--- src/hdl/pbp_pkg.sv ---
package pbp_pkg;

   // Pool geometry.
   localparam int NUM_CLASSES = 16;
   localparam int MIN_SHIFT   = 8;
   localparam int POOL_DEPTH  = 64;
   localparam int PTR_BITS    = 48;

   // Fixed field widths of the request and response.
   localparam int SIZE_W       = 24;
   localparam int ALIGN_W      = 25;
   localparam int PTR_FIELD_W  = 48;
   localparam int BUCKET_OUT_W = 4;
   localparam int STATUS_W     = 2;

   // Derived widths.
   localparam int MAX_SHIFT   = MIN_SHIFT + NUM_CLASSES - 1;
   localparam int SHIFT_MAX   = (MIN_SHIFT > SIZE_W) ? MIN_SHIFT : SIZE_W;
   localparam int SHIFT_W     = $clog2(SHIFT_MAX + 1);
   localparam int BUCKET_W    = (NUM_CLASSES > 1) ? $clog2(NUM_CLASSES) : 1;
   localparam int HEAD_W      = (POOL_DEPTH > 1) ? $clog2(POOL_DEPTH) : 1;
   localparam int CNT_W       = $clog2(POOL_DEPTH + 1);
   localparam int STORE_DEPTH = NUM_CLASSES * POOL_DEPTH;
   localparam int ADDR_W      = (STORE_DEPTH > 1) ? $clog2(STORE_DEPTH) : 1;

   // Depth of the queue between the front end and the execution unit.
   localparam int QUEUE_DEPTH = 2;
   localparam int QIDX_W      = $clog2(QUEUE_DEPTH);
   localparam int QCNT_W      = $clog2(QUEUE_DEPTH + 1);

   // Pointers are kept to PTR_BITS bits.
   localparam logic [PTR_FIELD_W-1:0] PTR_MASK = (PTR_BITS >= PTR_FIELD_W) ?
      {PTR_FIELD_W{1'b1}} : PTR_FIELD_W'((64'd1 << PTR_BITS) - 64'd1);

   typedef enum logic {
      FUNC_ALLOC = 1'b0,
      FUNC_FREE  = 1'b1
   } pbp_func_type;

   typedef enum logic [STATUS_W-1:0] {
      STATUS_OK      = 2'd0,
      STATUS_TOO_BIG = 2'd1,
      STATUS_DROPPED = 2'd2
   } pbp_status_type;

   // One classified request as it travels from the front end to the back end.
   typedef struct packed {
      pbp_func_type             func;
      logic                     oversize;
      logic [BUCKET_W-1:0]      bucket;
      logic [ALIGN_W-1:0]       aligned;
      logic [PTR_FIELD_W-1:0]   ptr;
   } pbp_item_type;

   // Smallest shift s, at least MIN_SHIFT, with 2^s not below size.
   function automatic logic [SHIFT_W-1:0] round_shift(input logic [SIZE_W-1:0] size);
      logic [SIZE_W-1:0]  m;
      logic [SHIFT_W-1:0] msb;
      m   = (size == '0) ? '0 : size - SIZE_W'(1);
      msb = '0;
      for (int i = 0; i < SIZE_W; i++) begin
         if (m[i]) begin
            msb = SHIFT_W'(i + 1);
         end
      end
      if (int'(msb) < MIN_SHIFT) begin
         msb = SHIFT_W'(MIN_SHIFT);
      end
      return msb;
   endfunction

endpackage

--- src/hdl/pbp_queue.sv ---
module pbp_queue import pbp_pkg::*; (
   input  logic         clock,
   input  logic         reset,
   input  logic         push,
   input  pbp_item_type push_item,
   input  logic         pop,
   output logic         full,
   output logic         empty,
   output pbp_item_type head_item
);

   pbp_item_type       slot_ff [QUEUE_DEPTH];
   logic [QIDX_W-1:0]  wr_ff, wr_in;
   logic [QIDX_W-1:0]  rd_ff, rd_in;
   logic [QCNT_W-1:0]  cnt_ff, cnt_in;

   always_comb begin
      wr_in  = wr_ff;
      rd_in  = rd_ff;
      cnt_in = cnt_ff;
      if (push) begin
         wr_in = (int'(wr_ff) == QUEUE_DEPTH - 1) ? '0 : wr_ff + QIDX_W'(1);
      end
      if (pop) begin
         rd_in = (int'(rd_ff) == QUEUE_DEPTH - 1) ? '0 : rd_ff + QIDX_W'(1);
      end
      if (push && !pop) begin
         cnt_in = cnt_ff + QCNT_W'(1);
      end else if (pop && !push) begin
         cnt_in = cnt_ff - QCNT_W'(1);
      end
   end

   always_ff @(posedge clock) begin
      if (reset) begin
         wr_ff  <= '0;
         rd_ff  <= '0;
         cnt_ff <= '0;
      end else begin
         wr_ff  <= wr_in;
         rd_ff  <= rd_in;
         cnt_ff <= cnt_in;
      end
   end

   always_ff @(posedge clock) begin
      if (push) begin
         slot_ff[wr_ff] <= push_item;
      end
   end

   assign full      = (int'(cnt_ff) == QUEUE_DEPTH);
   assign empty     = (cnt_ff == '0);
   assign head_item = slot_ff[rd_ff];

endmodule

--- config.mk ---
export PLATFORM = sky130hd
export DESIGN_NAME = pbp_queue
export DESIGN_NICKNAME = d
export VERILOG_FILES = /design/src/hdl/pbp_pkg.sv /design/src/hdl/pbp_queue.sv
export SDC_FILE = /design/constraint.sdc
export NUM_CORES = 1
export LEC_CHECK = 0
export ABC_AREA = 0
export BUFFER_PORTS_ARGS = -buffer_cell sky130_fd_sc_hd__buf_2
export CORE_MARGIN = 4
export CORE_UTILIZATION = 25
export DETAILED_ROUTE_END_ITERATION = 10
export SYNTH_ARGS = -nofsm -noshare
export SYNTH_HDL_FRONTEND = slang
export SYNTH_SLANG_ARGS = --single-unit
--- constraint.sdc ---
create_clock -name clock -period 5.3 [get_ports clock]
set_clock_uncertainty 0.05 [all_clocks]
set_input_delay 0.53 -clock clock [delete_from_list [all_inputs] [get_ports clock]]
set_output_delay 0.53 -clock clock [all_outputs]
set_load 0.03 [all_outputs]
# Yosys cells after proc, flatten, opt, wreduce, memory -nomap -nowiden
# Memories as Yosys holds them, arrays and structs flattened. A register that Yosys moved wholly into a read port is not among the register bits.
# Index checks and enable logic that the tools add are counted.
classes:
  addsub: 4
  multipliers: 0
  div_mod_pow: 0
  magnitude_cmp: 0
  n_eq_ne: 1
  shifts: 0
  n_mux: 8
  bitwise_logic: 0
  reduce_logical: 6
op_table:
  columns: ["operator", "n"]
  rows:
  - ["two-way mux 1 bit", 6]
  - ["two-way mux 2 bit", 2]
  - ["adder 1 bit (second input constant)", 2]
  - ["adder 2 x 1 -> 2 bit (second input constant)", 1]
  - ["equality test 2 bit (second input constant)", 1]
  - ["logical AND 1 bit", 2]
  - ["logical NOT 1 bit", 2]
  - ["logical NOT 2 bit", 1]
  - ["nonzero test 2 bit", 1]
  - ["subtractor 2 x 1 -> 2 bit (second input constant)", 1]
word_totals:
  reg_bits: 4
  latch_bits: 0
  ram_bits: 158
  mem_bits_ro: 0
  inputBits: 83
  out_inout_bits: 81
  word_cells: 23
  n_memories: 1
memory_table:
  columns: ["name", "words", "word_bits", "rd", "rd_ports_with_merged_regs", "write_ports", "line_no", "rtl"]
  rows:
  - ["slot_ff", 2, 79, 1, 1, 1, "pbp_queue.sv:12", "pbp_item_type slot_ff [QUEUE_DEPTH];"]

# Logic depth before layout (Yosys ltp)
# Gate-level depths: netlist (run 1).
depth:
  word_depth: 4
  ltp_mapped: 5
  depth_no_buf: 5

# Worst setup path after synthesis (run 1)
# Ideal clock, no wire load.
synth_timing:
  path_kind: "input to register"
  from: "in push"
  to: "mem slot_ff[0][0] (netlist name) (enable)"
  setup_ps: 526
  t_arrival_ps: 3985
  t_required_ps: 4724
  slack_ps: 739
  stages: 1
  n_path_buf: 0
  path_cell_list: "nor2b_1"
synth_via:
  elab_chain_len: 2
synth_lines:
  columns: ["item", "line_no", "rtl"]
  rows:
  - ["start: declaration", "pbp_queue.sv:4", "input logic push,"]
  - ["two-way mux 1 bit", "pbp_queue.sv:47", "if (push) begin"]
  - ["two-way mux 1 bit (implied by the code)", "pbp_queue.sv:48", "slot_ff[wr_ff] <= push_item;"]
  - ["end: declaration", "pbp_queue.sv:12", null]
# No other way between the ends.

==> results of run 1 <==
==> cell usage in the layout, fill, tap and decap left out, drive strengths merged <==
master    count
buf         165
edfxtp      158
mux2         79
clkbuf       19
clkinv        9
nor2          5
dfxtp         5
xor2          2
xnor2         2
clkinvlp      2
nor2b         2
and2          1
inv           1
o21ai         1
or3           1
a21oi         1
ha            1
bufinv        1
==> per-layer routing <==
layer	part of all wire	up-vias	GRT usage
met5	0.0026	-	0
met4	0.010	4	0.0311
met3	0.071	11	0.0406
met2	0.50	101	0.156
met1	0.42	1497	0.105
li1	-	1408	-
==> worst min path at each step <==
stage	from	to	slack, ps	cells past startpoint
finish	push_item[22]	slot_ff[0][22]$_DFFE_PP_	260	1
global route	push_item[56]	slot_ff[0][56]$_DFFE_PP_	220	1
CTS	push_item[22]	slot_ff[0][22]$_DFFE_PP_	220	1
detailed placement	rd_ff$_SDFFE_PP0P_	flop	440	2
global placement	cnt_ff[1]$_SDFFE_PP0P_	cnt_ff[1]$_SDFFE_PP0P_	430	2
floorplan	cnt_ff[1]$_SDFFE_PP0P_	cnt_ff[1]$_SDFFE_PP0P_	410	2
==> flip-flops by register name (all words and copies together), names as in the netlist, named ones only <==
register / cells
cnt_ff: 2
rd_ff: 1
slot_ff: 158
wr_ff: 1
==> power by group through the flow <==
stage,Sequential (mW),Clock [mW],Combinational [mW]
after floorplan,1.55,0,0.294
after global placement,1.56,0,0.408
after detailed placement,1.56,0,0.414
after CTS,1.54,1.15,0.416
after global routing,1.54,1.22,0.435
final,1.53,1.11,0.406
==> cell families (layout without fill, tap and decap cells) <==
logic type                 after synthesis  after routing  share of synthesized area
muxes                                   79             79                      0.156
and+or+nand+nor                          9              9                    0.00737
AOI/OAI and AO/OA                        2              2                    0.00168
xor gates and xnor gates                 4              4                    0.00590
buffers and inverters                   10            197                     0.0114
adders and majority gates                1              1                    0.00211
DFF                                    163            163                      0.816
==> metrics by stage <==
step,total power [mW],util,setup slack (ps),hold slack [ps],cell area (um2)
floorplan,1.84,-,739,411,5940
global route,3.20,0.327,2180,222,7650
detailed placement,1.98,0.304,2490,444,7120
global placement,1.97,0.304,2630,430,7120
finish,3.05,0.327,2380,256,7650
CTS,3.10,0.327,2270,224,7650
==> worst max-delay path, delay by kind of cell (launching register included) <==
kind	cells	cell delay (ps)
DFF	1	720
buffers and inverters	2	770
muxes	1	420
==> area by class of cell <==
class / instances / area share
inverter: 1 / 0.000491
sequential: 163 / 0.634
clock inverter: 12 / 0.0121
multi-input combinational: 95 / 0.136
timing repair buffer: 165 / 0.109
clock buffer: 19 / 0.0566
tap: 319 / 0.0522
==> out/results.txt, run 1 <==
Final Hold Viols = 0
Seq. cell area = 4850 um2
Startpoint Class = flop
Flop pwr share = 0.504
GRT Total Usage = 0.0922
CTS H-tree lvls = 4
core area = 23400 um2
Post-synth EDFFs = 158
status = finished, final reports clean
initial DRC count = 110
Slowest Stage Delay on Critical Path = 720 ps
Syn Std Cell Area = 5940 um2
share of cells above drive strength 1 = 0.598
final cell count without fillers = 774
peak fanout along the critical path = 42
Int Power = 2.29 mW
sequential area share after synthesis = 0.816
vias per inst = 3.90
Max Fclk = 343 MHz
Lkg Pwr = 2.82 nW
initial core utilization = 0.254
synth-to-layout area growth = 28.7%
# rows = 56
vias = 3021
fraction of registers with async set/reset = 0
CP required = 4720 ps
port bufs = 163
CTS Sinks = 163
Final ANT Viol Nets = 0
post-synthesis average cell area = 22.2 um2
Post-layout nets = 527
cell total after placement = 743
largest net degree at the start of global routing = 80
Ys Warns = 0
Routed Wire Length = 11900 um
Synthesized Nets = 352
most common cell in the synthesized netlist = edfxtp_1
CP endpoint = head_item[74]
vias in the first global route = 3404
clk root buf = clkbuf_16
worst hold path type = in2reg
final setup violating endpoints = 0
sw frac = 0.250
Rel. slew slack = 0.226
clock latency on the worst-skew pair = 410 ps
WS Path Type = reg2out
Synth cell types = 16
most used flip-flop cell after synthesis = edfxtp_1
Synth area leaders = edfxtp_1, mux2_2, mux2_4
Pins Over Slew Limit = 0
Multi-input gate area = 1040 um2
slowest stage cell, crit path = dfxtp_4
RSZ-0062 raised after global routing = no
router iterations before antenna repair = 4
r2r startpoint = wr_ff$_SDFFE_PP0P_
Worst Path Arrival = 2340 ps
Post-Synthesis Cells = 268
Critical Path End Type = output port
R2R Path End = slot_ff[0][23]$_DFFE_PP_
# resized after CTS = 0
RD Place Congestion = 0.680
pwr/cell area = 398 nW/um2
num ports = 164
Overflow after GRT = 0
Logic pwr share = 0.133
height of the die = 162 um
Synth top area share = 0.799
number of buffers added for setup after CTS = 0
initial antenna violation count = 2
Die ar. = 26300 um2
register bit total from synthesis = 163
Post-CTS Hold Fix Bufs = 0
Switching Power = 760 uW
Clock Path Buffers = 2
minimum clock period = 2920 ps
# fillers = 2318
post-DP HPWL = 7840 um
total CTS buffers = 17
CTS tree = yes
Die X-Extent = 162 um
R2R depth = 2
clk slew on worst S/H paths = 60 ps
drt drc = 0
Final TNS setup = 0 ps
Synth top cells by count = edfxtp_1, mux2_2, mux2_4, buf_2
global-route wire length before repair = 18300 um
largest area contributor in the netlist = edfxtp_1
clock network fraction of total power = 0.363
final period utilization = 0.551
flop2flop setup slack = 2970 ps
DR WL/cell = 15.4 um
peak supply drop = 0.000166 V
diode count = 0
Slew @ Worst Pin = 1160 ps
CP Cell Sequence = buf_4 > mux2_2 > buf_2
Max Cap Viol = 0
Power figures use the tool's default switching activity.
==> run 2: changes to the inputs <==
==> constraint.sdc (replaced) <==
create_clock -name clock -period 3 [get_ports clock]
set_clock_uncertainty 0.05 [all_clocks]
set_input_delay 0.3 -clock clock [delete_from_list [all_inputs] [get_ports clock]]
set_output_delay 0.3 -clock clock [all_outputs]
set_load 0.03 [all_outputs]
==> out/results.txt, run 2 (same netlist as run 1, synthesis figures left out) <==
CTS tree = yes
Seq. cell area = 4850 um2
Post-layout nets = 529
clock latency on the worst-skew pair = 400 ps
Layout Utilization = 0.329
pwr/cell area = 706 nW/um2
status = finished, final reports clean
minimum clock period = 2390 ps
router iterations before antenna repair = 4
post-DP HPWL = 8120 um
peak fanout along the critical path = 42
port bufs = 163
vias = 3054
vias per inst = 3.93
setup ws final = 612 ps
clk slew on worst S/H paths = 60 ps
CP Cell Sequence = buf_12 > mux2_2 > buf_2
final period utilization = 0.796
Post-CTS Hold Fix Bufs = 0
R2R Path End = slot_ff[1][48]$_DFFE_PP_
most common cell after layout, fill and taps aside = buf_2
height of the die = 162 um
WS Path Type = reg2out
family with the most delay on the worst path = flip-flops
hold endpoint = slot_ff[1][70]$_DFFE_PP_
worst hold path type = in2reg
Logic pwr share = 0.134
synth-to-layout area growth = 29.7%
Regs by FF count = slot_ff: 158 flops, cnt_ff: 2 flops
most flop-heavy register = slot_ff
Rel. slew slack = 0.590
# rows = 56
drt drc = 0
CTS Sinks = 163
Multi-input gate area = 1040 um2
CP required = 2650 ps
number of buffers added for setup after CTS = 0
R2R depth = 2
sw frac = 0.254
DR WL/cell = 15.4 um
total power = 5.44 mW
initial core utilization = 0.254
total CTS buffers = 17
diode count = 0
Max Fclk = 419 MHz
Final TNS setup = 0 ps
CTS H-tree lvls = 4
Critical Path End Type = output port
# fillers = 2314
initial antenna violation count = 0
initial DRC count = 142
Flop pwr share = 0.498
vias in the first global route = 3569
clk root buf = clkbuf_16
final setup violating endpoints = 0
Place WS = 993 ps
Overflow after GRT = 0
Hold Crit Depth = 1
Max Cap Viol = 0
core area = 23400 um2
Clock Path Buffers = 2
max reg flops = 158
Final Hold Viols = 0
Int Power = 4.06 mW
Worst Path Arrival = 2040 ps
Pins Over Slew Limit = 0
buffer and inverter count on the worst path = 2
Switching Power = 1.38 mW
RD Place Congestion = 0.674
global-route wire length before repair = 18400 um
Die ar. = 26300 um2
Routed Wire Length = 12000 um
Startpoint Class = flop
share of cells above drive strength 1 = 0.605
WHS = 27.1 ps
r2r startpoint = wr_ff$_SDFFE_PP0P_
peak supply drop = 0.000332 V
largest net degree at the start of global routing = 45
# resized after CTS = 0
commonest non-fill, non-tap cells in the layout = buf_2, edfxtp_1, mux2_2, clkbuf_16, mux2_4
Slew @ Worst Pin = 615 ps
num ports = 164
Final ANT Viol Nets = 0
GRT Total Usage = 0.0912
clock network fraction of total power = 0.368
Lkg Pwr = 2.84 nW
Hold Startpoint = push_item[70]
slowest stage cell, crit path = dfxtp_4
RSZ-0062 raised after global routing = no
Slowest Stage Delay on Critical Path = 680 ps
flop2flop setup slack = 1310 ps
Die X-Extent = 162 um
-- run 2: changes by cell type in the layout (fill, tap and decap cells not counted), sizes merged --
| cell | before | now |
|---|---|---|
| clkinv | 9 | 8 |
| clkbuf | 19 | 18 |
| buf | 165 | 167 |
| inv | 1 | 3 |
| clkinvlp | 2 | 3 |
-- run 2: worst register-to-register path, delay by kind of cell, from the launching register on --
family	cells	cell delay [ps]
buffers and inverters	1	360
and+or+nand+nor	1	530
DFF	1	410
-- run 2: per-stage QoR --
step | instance area (um2) | std cells
floorplan | 5940 | 268
global placement | 7160 | 745
detailed placement | 7160 | 745
CTS | 7700 | 777
global route | 7700 | 777
finish | 7700 | 777
-- run 2: final cells by class --
| class | count | share of cell area |
|---|---|---|
| tap | 319 | 0.0518 |
| clock inverter | 14 | 0.0148 |
| sequential | 163 | 0.629 |
| clock buffer | 18 | 0.0557 |
| multi-input combinational | 95 | 0.135 |
| timing repair buffer | 167 | 0.113 |
| inverter | 1 | 0.000487 |
-- run 2: power by group through the flow --
stage / Sequential [mW] / Combinational, mW / Clock [mW]
floorplan: 2.73 / 0.519 / 0
global placement: 2.75 / 0.731 / 0
detailed placement: 2.76 / 0.744 / 0
CTS: 2.71 / 0.746 / 2.07
global route: 2.72 / 0.778 / 2.17
finish: 2.71 / 0.729 / 2.00
-- run 2: how the worst max path moves through the flow --
| stage | cells past startpoint | to | start | slack, ps |
|---|---|---|---|---|
| floorplan | 1 | slot_ff[0][0]$_DFFE_PP_ | wr_ff$_SDFFE_PP0P_ | 130 |
| global placement | 3 | head_item[33] | flop | 1020 |
| detailed placement | 3 | head_item[33] | flop | 990 |
| CTS | 3 | head_item[33] | flop | 540 |
| global route | 3 | head_item[48] | flop | 490 |
| finish | 3 | head_item[33] | flop | 610 |
-- run 2: routing by layer --
metal | part of all wire | track usage | routed length (um)
met3 | 0.053 | 0.0266 | 632
met4 | 0.016 | 0.0384 | 188
met1 | 0.38 | 0.0934 | 4520
met5 | 0 | 0 | 0
met2 | 0.55 | 0.172 | 6660
