===== config.mk =====
export PLATFORM = sky130hd
export DESIGN_NAME = pbp_front
export DESIGN_NICKNAME = d
export VERILOG_FILES = /design/src/hdl/pbp_pkg.sv /design/src/hdl/pbp_front.sv
export SDC_FILE = /design/constraint.sdc
export NUM_CORES = 1
export LEC_CHECK = 0
export ABC_AREA = 1
export BUFFER_PORTS_ARGS = -buffer_cell sky130_fd_sc_hd__buf_2
export CORE_MARGIN = 3
export CORE_UTILIZATION = 35
export DETAILED_ROUTE_END_ITERATION = 16
export PLACE_DENSITY = 0.79
export SYNTH_ARGS = -nofsm -noshare
export SYNTH_HDL_FRONTEND = slang
export SYNTH_SLANG_ARGS = --single-unit
export TNS_END_PERCENT = 10

===== constraint.sdc =====
create_clock -name vclk -period 2.1
set_input_delay 0.105 -clock vclk [all_inputs]
set_output_delay 0.105 -clock vclk [all_outputs]
set_load 0.01 [all_outputs]

===== src/hdl/pbp_pkg.sv =====
package pbp_pkg;

   // Pool geometry.
   localparam int NUM_CLASSES = 16;
   localparam int MIN_SHIFT   = 8;
   localparam int POOL_DEPTH  = 64;
   localparam int PTR_BITS    = 48;

   // Fixed field widths of the request and response.
   localparam int SIZE_W       = 24;
   localparam int ALIGN_W      = 25;
   localparam int PTR_FIELD_W  = 48;
   localparam int BUCKET_OUT_W = 4;
   localparam int STATUS_W     = 2;

   // Derived widths.
   localparam int MAX_SHIFT   = MIN_SHIFT + NUM_CLASSES - 1;
   localparam int SHIFT_MAX   = (MIN_SHIFT > SIZE_W) ? MIN_SHIFT : SIZE_W;
   localparam int SHIFT_W     = $clog2(SHIFT_MAX + 1);
   localparam int BUCKET_W    = (NUM_CLASSES > 1) ? $clog2(NUM_CLASSES) : 1;
   localparam int HEAD_W      = (POOL_DEPTH > 1) ? $clog2(POOL_DEPTH) : 1;
   localparam int CNT_W       = $clog2(POOL_DEPTH + 1);
   localparam int STORE_DEPTH = NUM_CLASSES * POOL_DEPTH;
   localparam int ADDR_W      = (STORE_DEPTH > 1) ? $clog2(STORE_DEPTH) : 1;

   // Depth of the queue between the front end and the execution unit.
   localparam int QUEUE_DEPTH = 2;
   localparam int QIDX_W      = $clog2(QUEUE_DEPTH);
   localparam int QCNT_W      = $clog2(QUEUE_DEPTH + 1);

   // Pointers are kept to PTR_BITS bits.
   localparam logic [PTR_FIELD_W-1:0] PTR_MASK = (PTR_BITS >= PTR_FIELD_W) ?
      {PTR_FIELD_W{1'b1}} : PTR_FIELD_W'((64'd1 << PTR_BITS) - 64'd1);

   typedef enum logic {
      FUNC_ALLOC = 1'b0,
      FUNC_FREE  = 1'b1
   } pbp_func_type;

   typedef enum logic [STATUS_W-1:0] {
      STATUS_OK      = 2'd0,
      STATUS_TOO_BIG = 2'd1,
      STATUS_DROPPED = 2'd2
   } pbp_status_type;

   // One classified request as it travels from the front end to the back end.
   typedef struct packed {
      pbp_func_type             func;
      logic                     oversize;
      logic [BUCKET_W-1:0]      bucket;
      logic [ALIGN_W-1:0]       aligned;
      logic [PTR_FIELD_W-1:0]   ptr;
   } pbp_item_type;

   // Smallest shift s, at least MIN_SHIFT, with 2^s not below size.
   function automatic logic [SHIFT_W-1:0] round_shift(input logic [SIZE_W-1:0] size);
      logic [SIZE_W-1:0]  m;
      logic [SHIFT_W-1:0] msb;
      m   = (size == '0) ? '0 : size - SIZE_W'(1);
      msb = '0;
      for (int i = 0; i < SIZE_W; i++) begin
         if (m[i]) begin
            msb = SHIFT_W'(i + 1);
         end
      end
      if (int'(msb) < MIN_SHIFT) begin
         msb = SHIFT_W'(MIN_SHIFT);
      end
      return msb;
   endfunction

endpackage


===== src/hdl/pbp_front.sv =====
module pbp_front import pbp_pkg::*; (
   input  logic                   start,
   input  logic                   queue_full,
   input  logic                   req_func,
   input  logic [SIZE_W-1:0]      req_req_bytes,
   input  logic [PTR_FIELD_W-1:0] req_ret_ptr,
   output logic                   busy,
   output logic                   push,
   output pbp_item_type           item
);

   logic [SHIFT_W-1:0] shift;

   // Round the size up to its power-of-two class and tag the bucket.
   always_comb begin
      shift         = round_shift(req_req_bytes);
      item.func     = pbp_func_type'(req_func);
      item.oversize = (int'(shift) > MAX_SHIFT);
      item.bucket   = item.oversize ? '0 : BUCKET_W'(int'(shift) - MIN_SHIFT);
      item.aligned  = ALIGN_W'(1) << shift;
      item.ptr      = req_ret_ptr & PTR_MASK;
   end

   assign busy = queue_full;
   assign push = start && !queue_full;

endmodule


# After elaboration in Yosys (flattened, before gate mapping)
# Index checks and enable logic that the tools add are counted.
# word_totals
input_bits,75
mem_count,0
latchBits,0
mem_bits_rw,0
mem_bits_ro,0
elab_cells,35
ff_bits,0
# op_classes
n_mux,27
multipliers,0
n_addsub,2
bitwise_logic,0
n_shift,1
n_eq_ne,0
div_mod_pow,0
order_cmp,2
reduce_logical,3
# ops
cell,count
$mux W5,23
$shl A1 B5 Y25 const A,1
$logic_not A24 Y1,1
$mux W24,1
$sub A24 B1 Y24 const B,1
$gt A5 B5 Y1 const B,1
$lt A5 B4 Y1 const B,1
$mux W4,1
$sub A4 B4 Y4 const B,1
$mux W2,1
$logic_and A1 B1 Y1,1
$logic_not A1 Y1,1
$mux W1,1

# Longest topological paths before layout
# Gate-level depths: netlist (run 1).
# depth
ltp_word,30
ltp_mapped,28
depth_no_buf,28

# Worst setup path after synthesis (run 1)
# No wires, ideal clock.
# synth_timing
kind,input -> output
startpoint,input port req_req_bytes[0]
endpoint,output port item[57] (netlist name)
stages,14
n_path_buf,0
setup_slack_ns,-0.122
required_time_ns,1.995
arrival_time_ns,2.117
path_cell_list,inv_1 > ha_1 > nand2_1 > nor2_2 > nand2_1 > inv_1 > or2_2 > nand3_1 > nand2_1 > nor4_1 > o21ai_4 > nand2_4 > nand4_1 > nor2_1
# synth_rtl
item,line_no,rtl
start: declaration,pbp_front.sv:5,"input logic [SIZE_W-1:0] req_req_bytes,"
end: declaration,pbp_front.sv:9,output pbp_item_type item

==> results of run 1 <==
## per-layer routing
metal | GRT usage [%] | wire length (um) | share of wire [%] | vias to the layer above
met5 | 0 | 0 | 0 | -
li1 | - | - | - | 948
met3 | 1.24 | 282 | 6.5 | 16
met2 | 26.6 | 2140 | 49 | 62
met4 | 2.87 | 66 | 1.5 | 0
met1 | 18.5 | 1870 | 43 | 818
## through the flow
step	setup slack, ns	hold WS [ns]	util (%)	cells	power (mW)
6_report	-0.493	0.210	53.5	391	0.348
5_1_grt	-0.707	0.210	53.5	391	0.382
4_1_cts	-0.448	0.210	49.6	383	0.316
3_5_place_dp	-0.478	0.210	47.3	381	0.295
3_3_place_gp	-0.403	0.210	47.3	381	0.289
2_1_floorplan	-0.0826	0.258	-	282	0.258
## cell usage after synthesis
master    instances
nand2_2           5
buf_4            58
xor2_1            3
nand3_1          21
a211oi_1          1
nand2_1          63
nor2_4            2
o211ai_1          1
o21ai_4           1
a21boi_0          2
a31o_2            1
a21boi_1          1
inv_2             2
o31ai_1           1
ha_1              2
nand2_4           3
o21ai_0           3
or2_2             4
inv_1            20
nor2_2            5
or2_1             1
a21oi_1           2
nand3b_4          1
a31oi_1           1
conb_1            1
nor2_1           43
nor4_1            2
nor3_1            2
o21a_1            1
nand4_1           5
nand3_2           8
o21bai_1          3
nor3_4            2
inv_4             1
nand3b_1          1
xnor2_1           2
## power by group through the flow
stage / logic [mW] / registers [mW] / clock network, mW
3_3_place_gp: 0.289 / 0 / 0
6_report: 0.348 / 0 / 0
4_1_cts: 0.316 / 0 / 0
5_1_grt: 0.382 / 0 / 0
2_1_floorplan: 0.258 / 0 / 0
3_5_place_dp: 0.295 / 0 / 0
## how the worst min path moves through the flow
stage / end / slack (ns) / cells past startpoint
6_report: item[34] / 0.21 / 0
5_1_grt: item[46] / 0.21 / 0
3_3_place_gp: item[15] / 0.21 / 0
4_1_cts: item[15] / 0.21 / 0
3_5_place_dp: item[15] / 0.21 / 0
2_1_floorplan: push / 0.26 / 1
## layout by cell type, fill, tap and decap left out, drive strengths merged, types with 3 or more instances in the layout
cell / n
nand2: 71
conb: 8
inv: 23
o21bai: 3
nor2: 50
nand3: 29
o21ai: 4
nor3: 4
xor2: 3
nand4: 5
or2: 5
buf: 117
a21boi: 3
## cells by family (layout without fill, tap and decap cells)
kind of cell | Yosys count | count (layout) | synth area share [%]
simple gates | 168 | 168 | 53.8
buf+inv | 81 | 140 | 33.3
compound gates | 18 | 18 | 8.34
xor+xnor | 5 | 5 | 2.78
fa+ha+maj | 2 | 2 | 1.59
other cells | 1 | 8 | 0.238
## area by class of cell
class / instances / share of cell area [%]
Tap cell: 50 / 2.80
Inverter: 23 / 4.43
Multi-Input combinational cell: 201 / 55.2
Timing Repair Buffer: 117 / 37.6
## repair_timing
item,CTS,global route
pin swaps,2,16
hold endpoints to repair,0,0
buffers inserted,2,8
gates resized for setup,20,29
setup endpoints to repair,20,22
gates cloned,0,0
==> results.toml, run 1 <==
[place]
place.gp.congestion = 0.836
dp_hpwl_um = 3560
portBuffers = 50
dpl_cell_area_um2 = 1970

[final_layout]
multi_input_area_um2 = 1230
area_delta_synth_final_pct = 41.6
final_cell_area_um2 = 2230
post_route_cells_drive_above_1_share_pct = 56.0
clkbuf_count = 0
nFlopsAndLatches = 0
n_antenna_cell = 0
layout.nets = 420
regArea_um2 = 0
nFillCells = 408

[power]
ir_drop_v = 0.0000753
p_sw_uw = 183
p_seq_share_pct = 0
combPwrFrac_pct = 100.0
switching_share_pct = 52.5
power.density_nw_per_um2 = 156
p_int_uw = 165
p_leak_nw = 1.14
clockPowerShare_pct = 0

[synthesis]
syn_inst = 275
ys_types = 36
syn_area_um2 = 1580
synth_area_per_cell_um2 = 5.73
ys_top_cells_by_area = "buf_4 28%, nand2_1 15%, nor2_1 10%"
synth_warnings = 0
synth-seq-area-share_pct = 0
yosysTopAreaCell = "buf_4"
synth.top_cell.area_share_pct = 27.6

[die]
chipWidth_um = 73.1
die_area_um2 = 5340
start_util_pct = 37.8
ios = 156
die_h_um = 73.1
rows = 23
core_area_um2 = 4170

[global_route]
grt_pass1_wl_um = 6670
antenna_found_initial = 0
grt_usage_pct = 14.6
grt_max_degree = 10
grt-ovfl-total = 0
grt_pass1_vias = 1673

[worst_setup_path]
path_delay_family = "simple AND/OR/NAND/NOR gates"
cp-start-kind = "input port"
startpoint = "req_req_bytes[10]"
cp_cell_sequence = "buf_8 -> nor2_4 -> nand4_1 -> nor2_2 -> nand2_2 -> nor3_4 -> nand2_2 -> nor3_4 -> a21boi_1 -> o21ai_1 -> nand2_1 -> nor2_2 -> nand2_2 -> nand2_4 -> o21ai_4 -> buf_4 -> nand2_4 -> nand3_2 -> nor2_2 -> buf_2"
slowest_delay_ns = 0.19
cp.arrival_ns = 2.49
path_class = "input port to output port"
crit_fanout = 5
path_buf_inv = 3
path_depth = 20
cp_slowest_cell = "nor2_2"
worstPathRequired_ns = 2.00
crit_path_end = "item[60]"
cp-end-kind = "output port"

[sta]
fin_ws_ns = -0.493
slew_violations = 0
setup_violations = 21
setup_tns_ns = -8.42
period_share_pct = 123
fmax_mhz = 386
layout_min_cycle_time_ns = 2.59
hold_viol = 0
grt_setup_unrepaired = "yes"

[worst_hold_path]
hold_class = "input port to output port"
hold_start = "req_ret_ptr[34]"

[cts]
postCtsHoldBufs = 0

[detailed_routing]
routed_via_density = 4.72
drc_errors = 0
num_vias = 1844
wirelength_um = 4370
drt_iter0_markers = 42
drt_first_pass_iters = 4
post_drt_wl_per_cell_um = 11.2
drt.antenna.violating_nets = 0

[status]
status = "complete, but fails checks"
violations = "negative setup slack"

[flow_run]
drv_cap = 0
Note: power is estimated with default switching activity, not from simulation.
==> inputs of run 2 (changes only) <==
--- a/config.mk
+++ b/config.mk
@@ -11,7 +11,8 @@
 export CORE_UTILIZATION = 35
 export DETAILED_ROUTE_END_ITERATION = 16
 export PLACE_DENSITY = 0.79
+export SETUP_SLACK_MARGIN = 0.3
 export SYNTH_ARGS = -nofsm -noshare
 export SYNTH_HDL_FRONTEND = slang
 export SYNTH_SLANG_ARGS = --single-unit
-export TNS_END_PERCENT = 10
+export TNS_END_PERCENT = 20
==> results.toml, run 2 (synthesized netlist as in run 1, its figures left out) <==
[sta]
grt_setup_unrepaired = "yes"
setup_violations = 20
slew_violations = 0
hold_viol = 0
setup_tns_ns = -8.30
period_share_pct = 123
fin_ws_ns = -0.489
layout_min_cycle_time_ns = 2.59
fmax_mhz = 386

[final_layout]
nFillCells = 399
area_delta_synth_final_pct = 50.1
regArea_um2 = 0
layout_common_cells = "63 x buf_4, 55 x nand2_1, 39 x buf_2"
post_route_cells_drive_above_1_share_pct = 58.1
n_antenna_cell = 0
layout.nets = 425
nFlopsAndLatches = 0
final_cell_area_um2 = 2360
clkbuf_count = 0
final_cell_count_no_fill = 396
final_common_cell = "buf_4"
multi_input_area_um2 = 1300

[die]
rows = 23
start_util_pct = 37.8
die_area_um2 = 5340
core_area_um2 = 4170
chipWidth_um = 73.1
die_h_um = 73.1
ios = 156

[worst_setup_path]
cp-end-kind = "output port"
path_class = "input port to output port"
cp.arrival_ns = 2.48
cp-start-kind = "input port"
slowest_delay_ns = 0.19
path_delay_family = "simple AND/OR/NAND/NOR gates"
worstPathRequired_ns = 2.00
startpoint = "req_req_bytes[7]"
cp_slowest_cell = "nor3_4"
cp_cell_sequence = "buf_6 -> nor2_4 -> nand4_1 -> nor2_4 -> nand2_2 -> nor3_4 -> nand2_2 -> nor3_4 -> buf_4 -> o21ai_2 -> buf_4 -> buf_4 -> buf_4 -> nand2_1 -> nand2_1 -> nand2_2 -> nand2_4 -> nand2_8 -> nand3_4 -> nor2_2 -> buf_2"
cp_common_cell = "buf_4"
crit_fanout = 5
path_buf_inv = 6

[detailed_routing]
routed_via_density = 4.81
wirelength_um = 4910
drc_errors = 0
drt_first_pass_iters = 4
drt.antenna.violating_nets = 0
post_drt_wl_per_cell_um = 12.4
drt_iter0_markers = 49
num_vias = 1903

[status]
violations = "negative setup slack"
status = "complete, but fails checks"

[worst_hold_path]
hold_start = "req_ret_ptr[34]"
hold_class = "input port to output port"

[global_route]
grt_pass1_wl_um = 7510
grt_pass1_vias = 1785
antenna_found_initial = 0
grt_usage_pct = 16.7
grt-ovfl-total = 0
grt_max_degree = 10

[power]
p_leak_nw = 1.20
power.density_nw_per_um2 = 162
ir_drop_v = 0.0000661
finalPower_uw = 384

[place]
portBuffers = 50
dp.cells = 380
place.gp.congestion = 0.845
dpl_cell_area_um2 = 1950
dp_hpwl_um = 3630
place_ws_ns = -0.449

[flow_run]
drv_cap = 0
[run 2: changes by cell type in the layout (fill, tap and decap cells not counted), moves of 2 or more]
cell     previous run  this run
buf_6              10        17
nor2_4              3         9
nor2_2             25        21
buf_4              66        63
inv_2               2         4
nand2_1            57        55
nand3_2            10         8
nor2_1             22        20
[run 2: layout make-up]
type	count	share of cell area [%]
inverter	23	4.07
multi-input combinational	201	54.8
timing repair buffer	122	38.5
tap	50	2.65
[run 2: timing repair]
item / in CTS / in global routing
setup buffers: 13 / 3
pin swaps: 18 / 8
resized for setup: 52 / 20
endpoints found under the setup margin: 22 / 22
hold buffers: 0 / 0
gates cloned: 0 / 0
[run 2: path summary, 6_finish.rpt]
| path | end | slack, ns | cells after the start |
|---|---|---|---|
| max | item[56] | -0.49 | 21 |
| min | item[34] | 0.21 | 0 |
[run 2: metrics by stage]
stage               utilization, %  hold slack (ns)
finish                        56.7            0.210
global route                  56.7            0.210
CTS                           54.5            0.210
detailed placement            46.8            0.210
global placement              46.8            0.210
floorplan                        -            0.258
[run 2: routing by layer]
layer / wire, um / vias to the layer above / global-route usage, %
li1: - / 955 / -
met2: 2620 / 69 / 31.7
met5: 0 / - / 0
met4: 167 / 0 / 5.33
met3: 278 / 24 / 2.07
met1: 1850 / 855 / 19.0
[run 2: where the power goes]
group	internal [mW]	switching (mW)	total, mW
combinational	0.187	0.197	0.384
clock	0	0	0
sequential	0	0	0
total	0.187	0.197	0.384
==> inputs of run 3 (changes only) <==
--- a/config.mk
+++ b/config.mk
@@ -8,9 +8,9 @@
 export ABC_AREA = 1
 export BUFFER_PORTS_ARGS = -buffer_cell sky130_fd_sc_hd__buf_2
 export CORE_MARGIN = 3
-export CORE_UTILIZATION = 35
+export CORE_UTILIZATION = 33
 export DETAILED_ROUTE_END_ITERATION = 16
-export PLACE_DENSITY = 0.79
+export PLACE_DENSITY = 0.72
 export SETUP_SLACK_MARGIN = 0.3
 export SYNTH_ARGS = -nofsm -noshare
 export SYNTH_HDL_FRONTEND = slang
==> constraint.sdc (replaced) <==
create_clock -name vclk -period 3.1
set_input_delay 0.155 -clock vclk [all_inputs]
set_output_delay 0.155 -clock vclk [all_outputs]
set_load 0.01 [all_outputs]
==> results.toml, run 3 (synthesized netlist as in run 1, its figures left out) <==
[status]
status = "finished clean"

[final_layout]
post_route_cells_drive_above_1_share_pct = 37.9
n_antenna_cell = 0
multi_input_area_um2 = 1180
nFlopsAndLatches = 0
regArea_um2 = 0
nFillCells = 471
final_cell_count_no_fill = 334
area_delta_synth_final_pct = 8.18
final_util_pct = 38.1
clkbuf_count = 0
layout_common_cells = "61 x nand2_1, 42 x buf_2, 36 x nor2_1"
layout.nets = 361
final_common_cell = "nand2_1"

[detailed_routing]
wl_met3_um = 201
wl_met1_um = 1570
drc_errors = 0
drt_first_pass_iters = 4
wl_met2_um = 1880
wirelength_um = 3710
num_vias = 1599
drt.antenna.violating_nets = 0
routed_via_density = 4.79
drt_iter0_markers = 50
top_layer = "met4"
post_drt_wl_per_cell_um = 11.1

[worst_setup_path]
cp_slowest_cell = "nor3_4"
path_class = "input port to output port"
worstPathRequired_ns = 2.94
cp.arrival_ns = 2.69
cp-end-kind = "output port"
crit_fanout = 5
cp_cell_sequence = "buf_8 -> nor2_2 -> nand4_1 -> nor2_4 -> nand2_2 -> nor3_4 -> nand2_2 -> nor3_4 -> buf_4 -> nand4_1 -> nor2_1 -> nand3b_4 -> inv_2 -> o21ai_4 -> nand2_4 -> inv_6 -> nand3_2 -> nor2_1 -> buf_2"
startpoint = "req_req_bytes[3]"
path_buf_inv = 5
cp-start-kind = "input port"
path_depth = 19
slowest_delay_ns = 0.26
path_delay_family = "simple AND/OR/NAND/NOR gates"
crit_path_end = "item[63]"

[global_route]
antenna_found_initial = 0
grt_max_degree = 11
grt_usage_pct = 11.8
grt-ovfl-total = 0
grt_pass1_wl_um = 5630
grt_pass1_vias = 1377

[place]
dp.cells = 326
place_ws_ns = 0.278
place.gp.congestion = 0.866
portBuffers = 50
dp_hpwl_um = 3010

[power]
ir_drop_v = 0.0000356
p_seq_share_pct = 0
p_sw_uw = 104
combPwrFrac_pct = 100.0
p_leak_nw = 0.861
clockPowerShare_pct = 0
switching_share_pct = 60.4
power.density_nw_per_um2 = 101
p_int_uw = 68.1

[sta]
setup_violations = 0
hold_viol = 0
slew_violations = 0
fin_ws_ns = 0.251
grt_setup_unrepaired = "yes"
layout_min_cycle_time_ns = 2.85
period_share_pct = 91.9
fmax_mhz = 351
hold_ws_ns = 0.310
setup_tns_ns = 0

[flow_run]
drv_cap = 0

[die]
core_area_um2 = 4470
chipWidth_um = 75.1
ios = 156
start_util_pct = 35.2
die_h_um = 75.1
rows = 24
die_area_um2 = 5640

[cts]
postCtsHoldBufs = 0

[worst_hold_path]
hold_class = "input port to output port"
[run 3: cell count changes in the layout (fill, tap and decap cells not counted), sizes merged]
cell,before,now
buf,122,58
[run 3: metrics by stage]
step | cell area [um2] | power, mW
after floorplan | 1600 | 0.171
after global placement | 1480 | 0.149
after detailed placement | 1480 | 0.151
after CTS | 1480 | 0.151
after global routing | 1700 | 0.192
final | 1700 | 0.172
[run 3: worst min-delay path by stage]
stage / from / endpoint / slack, ns / depth (start not counted)
floorplan: queue_full / push / 0.36 / 1
detailed placement: req_ret_ptr[10] / item[10] / 0.31 / 0
CTS: req_ret_ptr[10] / item[10] / 0.31 / 0
global placement: req_ret_ptr[10] / item[10] / 0.31 / 0
finish: req_ret_ptr[15] / item[15] / 0.31 / 0
global route: req_ret_ptr[13] / item[13] / 0.31 / 0
[run 3: cell type report]
class	count	area share, %
Inverter	23	5.36
Timing Repair Buffer	58	21.6
Multi-Input combinational cell	201	69.2
Tap cell	52	3.82
[run 3: power by group through the flow]
stage | logic, mW | clock network (mW) | registers (mW)
after floorplan | 0.171 | 0 | 0
after global placement | 0.149 | 0 | 0
after detailed placement | 0.151 | 0 | 0
after CTS | 0.151 | 0 | 0
after global routing | 0.192 | 0 | 0
final | 0.172 | 0 | 0
[run 3: per-layer routing]
| layer | vias up | global-route usage (%) |
|---|---|---|
| met3 | 12 | 1.07 |
| met4 | 0 | 3.56 |
| met2 | 41 | 21.5 |
| li1 | 827 | - |
| met5 | - | 0 |
| met1 | 719 | 14.7 |
[run 3: what timing repair did]
item	in CTS	in global routing
setup buffers	0	8
gates cloned	0	0
setup endpoints to repair	13	19
pin swaps	0	17
resized for setup	1	43
